==> src/design/sync_crc_frame_parser_assert.svh <==
// Assertion macros for the frame parser.
`ifndef SYNC_CRC_FRAME_PARSER_ASSERT_SVH
`define SYNC_CRC_FRAME_PARSER_ASSERT_SVH
// Overlapping (same-cycle) implication checked on every clock edge outside reset.
`define SCFP_ASSERT_IMP(label, ante, cons, msg) \
  label: assert property (@(posedge clk) disable iff (rst) (ante) |-> (cons)) else $error(msg);
// Next-cycle implication checked on every clock edge outside reset.
`define SCFP_ASSERT_NEXT(label, ante, cons, msg) \
  label: assert property (@(posedge clk) disable iff (rst) (ante) |=> (cons)) else $error(msg);
`endif

==> src/design/scfp_ram.sv <==
// ----------------------------------------------------------------------------
// scfp_ram
// Generic single-write, single-read RAM with registered read data.
// ----------------------------------------------------------------------------
module scfp_ram #(
  parameter int WIDTH = 8,
  parameter int DEPTH = 20
) (
  input  logic                     clk,
  input  logic                     we,
  input  logic [$clog2(DEPTH)-1:0] waddr,
  input  logic [WIDTH-1:0]         wdata,
  input  logic [$clog2(DEPTH)-1:0] raddr,
  output logic [WIDTH-1:0]         rdata
);
  logic [WIDTH-1:0] mem [DEPTH];

  // Write port and registered read port.
  always_ff @(posedge clk) begin
    if (we) begin
      mem[waddr] <= wdata;
    end
    rdata <= mem[raddr];
  end
endmodule
==> config.mk <==
export PLATFORM = sky130hd
export DESIGN_NAME = scfp_ram
export DESIGN_NICKNAME = d
export VERILOG_FILES = /design/src/design/sync_crc_frame_parser_assert.svh /design/src/design/scfp_ram.sv
export SDC_FILE = /design/constraint.sdc
export NUM_CORES = 1
export LEC_CHECK = 0
export ABC_AREA = 1
export BUFFER_PORTS_ARGS = -buffer_cell sky130_fd_sc_hd__buf_2
export CAP_MARGIN = 15
export CORE_MARGIN = 2
export CORE_UTILIZATION = 54
export CTS_CLUSTER_SIZE = 25
export DETAILED_ROUTE_END_ITERATION = 8
export PLACE_DENSITY = 0.71
export SKIP_CTS_REPAIR_TIMING = 1
export SYNTH_ARGS = -nofsm -noshare
export SYNTH_HDL_FRONTEND = slang
export SYNTH_SLANG_ARGS = --single-unit
==> constraint.sdc <==
create_clock -name clk -period 1.4 [get_ports clk]
set_input_delay 0 -clock clk [delete_from_list [all_inputs] [get_ports clk]]
set_output_delay 0 -clock clk [all_outputs]
set_load 0.02 [all_outputs]
Yosys cells after proc, flatten, opt, wreduce, memory -nomap -nowiden
Memory sizes are Yosys's and may differ from the RTL's. A register that Yosys moved wholly into a read port is not among the register bits.
Cells that the tools add are included.
Widths: inputs -> output; s select.
Operators by class
  muxes and demuxes: 2
Operators with widths (number)
  $mux 1: 2
Word-level totals
  memories kept: 1
  flip-flop bits (word level): 0
  memory bits (writable): 160
  input bits: 20
  logic and storage cells: 3
  output and inout port bits: 8
Memory list
  mem: words 20, width 8, read ports 1, clocked after memory_dff 1, write ports 1, RTL line scfp_ram.sv:16  | logic [WIDTH-1:0] mem [DEPTH];

Logic depth before layout (Yosys ltp)
  depth after elaboration: 2
  gate-level depth with buffers: 11

Worst setup path before layout
No wires, ideal clock.
  path type: input-to-reg
  start point: input port waddr[4]
  end point: memory mem[12][0] (enable)
  required time: 1.030 ns
  cell stages on the path: 3
  library setup time: 0.370 ns
  data arrival time: 0.602 ns
  slack: 0.428 ns
  cell sequence: inv_1 nand3_1 nor2_1
RTL lines
  from (decl): RTL line scfp_ram.sv:11  | input logic [$clog2(DEPTH)-1:0] waddr,
  to (decl): RTL line scfp_ram.sv:16
Straight into the memory's write port.

==> results.md <==
* Status: finished clean
* Initial DRC count at 393
* Full die area at 0.01338 mm2
* Initial Utilization at about 56%
* Sequential-to-total area share from yosys stat at 73.73%
* Max-Cap Viols at 0
* CP Capture Type: register
* DPL Wire Length at approximately 9400 um
* Post-route DRC at 0
* Switch Pwr at 2271 uW
* Static Leak at about 0.0029 uW
* Slowest library cell on the worst path: edfxtp_1
* Rows at 40
* Most common cell after layout, fill and taps aside: nand2_1
* Synth Warn # at 0
* Final Core Density at between 60 and 70%
* Post-DP Area at 0.007164 mm2
* Worst Hold Class: in2reg
* Routed wl met2 at 6666 um
* Area of the mapped netlist at just under 0.007 mm2
* Crit Path Category: reg2reg
* Final setup violation count at 0
* CTS Buf Count at 17
* Crit Reg-Reg Startpoint: mem[9][6]$_DFFE_PP_
* Commonest non-fill, non-tap cells in the layout: nand2_1, edfxtp_1, nand3_1
* Yosys top cell by area: edfxtp_1
* Placed cell count at ~770
* FF/Latch Area at between 0.004 and 0.005 mm2
* Pin count of the biggest net entering global routing at 47
* Avg WL per Cell at 18.47 um
* NumNets Final at around 640
* CTS Buffer Depth at 2
* GR Util All Layers at 23.48%
* Fmax at slightly below 900 MHz
* Area share of the leading cell type in the synthesized netlist at between 70% and 80%
* Min cycle time layout at 1137 ps
* Antenna cells at 0
* Post-route design area at slightly below 0.008 mm2
* Sequential power share at between 50 and 60%
* Max-slew violations at 0
* FF+latch count, synth at ~170
* Power share of the clock group at approximately two fifths
* Vias in the first global route at 4179
* VDD IR max at 0.9213 mV
* Post-route ant nets at 0
* Area of the core at 0.01211 mm2
* Switch share at a little over a fifth
* Met1 WL at 6313 um
* Worst Path Required at about 1700 ps
* Period utilization at slightly above 80%
* Initial DRT Pass Iterations at 5
* # IOs at 28
* Headroom to the max-slew limit at 69.50%
* CP Capture Point: rdata[6]$_DFF_P_
* Critical path, cell by cell: nand2_1 > nand3_1 > nand3_1 > nand2_1 > nand2_1 > nand2_1 > nand2_1 > nand2_1
* Reg2reg setup slack at about 260 ps
* Area of the multi-input gates at around 0.0015 mm2
* Port Buffers at 27
* Clock sink total at 168
* Most frequent CP cell: nand2_1
* Via Count at 4488
* Layout Skew at 14.85 ps
* TritonCTS clock tree: done
* Cell area power density at around 1400 mW/mm2
* Worst setup path start: mem[9][6]$_DFFE_PP_
* Overflow after GRT at 0
* Initial antenna violation count at 1
* Combinational share of power at ~6.5%
* Setup WS pre-CTS at 148.5 ps
* Slew at the pin closest to its max-slew limit at between 400 and 500 ps
* First-pass GRT wire length at around 23000 um
* Worst-Skew Late Latency at roughly 430 ps
* Root Buffer: clkbuf_16
* R2r worst-path depth at 8
* Setup TNS at 0 ps
* R2R Path End: rdata[6]$_DFF_P_
* Vias per std cell at between 5 and 6
* Distinct cells, synth at 15
* DRT Wirelength at 14740 um
* Fin. Hold Viols at 0
* GP Congestion at 0.8722
* Slowest stage delay, CP at 360 ps
* Syn nets at 585
* Layout cell share with drive strength beyond 1 at 14.60%
* Die width at roughly 120 um
* Clock-pin slew on the worst setup and hold paths at roughly 60 ps
* CP max FO at 1
* Met3 WL at 1229 um
* H-tree levels at 4
* Unrepaired setup endpoints after global routing: no
* Synth Instances at 565
* Filler cell count at between 900 and 1k
* Cell-internal power at between 8000 and 9000 uW
* Crit start category: register
* Area growth, synth to finish at 14.73%
* CP arrival at between 1000 and 1500 ps
* Die Y at between 100 and 150 um
* DR top layer: met5
* Final worst setup slack at 263.5 ps
* Synth area leaders: edfxtp_1, nand2_1, nand3_1
* Final Non-Filler Cells at between 700 and 800
* Avg Cell Area, Syn at around 12 um2
-- logic make-up (layout without fill, tap and decap cells) --
group	after synthesis	count (layout)	share of synthesized area (%)
flip-flops	168	168	73.73
AND/OR/NAND/NOR	333	333	20.51
buffers and inverters	40	105	3.828
AO/OA/AOI/OAI	24	24	1.932
-- layout make-up --
type	count	area share, %
clock buffers	23	6.186
clock inverters	9	0.9555
inverters	10	0.5506
multi-input cells	357	19.56
flip-flops and latches	168	64.26
well taps	168	2.721
repair buffers	63	5.765
-- worst min path at each step --
stage,from,to,slack (ps),depth (start not counted)
3_5_place_dp,raddr[4],rdata[6]$_DFF_P_,340,3
4_1_cts,raddr[4],rdata[6]$_DFF_P_,-110,3
5_1_grt,wdata[1],mem[1][1]$_DFFE_PP_,30,1
2_1_floorplan,wdata[0],mem[0][0]$_DFFE_PP_,100,0
3_3_place_gp,raddr[4],rdata[2]$_DFF_P_,340,3
6_report,wdata[2],mem[3][2]$_DFFE_PP_,5,1
-- metal layers --
metal / GRT usage, % / vias to the layer above
met4: 11.75 / 2
met2: 34.62 / 230
met1: 32.90 / 2134
li1: - / 2081
met5: 0 / -
met3: 5.910 / 41
-- synthesized netlist by cell type --
master / number
o22ai_1: 8
inv_6: 1
nand3_1: 105
o21ai_0: 15
nor2_1: 36
buf_2: 10
buf_4: 8
dfxtp_1: 8
inv_1: 8
inv_2: 1
nand2_1: 192
o21ai_1: 1
clkbuf_1: 4
edfxtp_1: 160
buf_6: 8
-- power by group through the flow --
stage	Clock (uW)	Sequential, uW	Combinational, uW
floorplan	0	5740	377
global placement	0	5710	666
detailed placement	0	5710	680
CTS	4380	5610	684
global route	4580	5610	754
finish	4320	5610	687
-- critical path, delay by kind of cell (launching register included) --
family,cells,cell delay (ps)
AND/OR/NAND/NOR,8,680
flip-flops,1,360
-- per-stage QoR --
stage,power (uW),hold WS (ps)
finish,10620,5.464
global route,10940,28.91
CTS,10670,-111.8
detailed placement,6394,341.0
global placement,6379,340.3
floorplan,6116,98.87
-- registers in the layout, summed over array words and instances (netlist names) --
signal	flops
mem	160
rdata	8
Note: power is estimated with default switching activity, not from simulation.
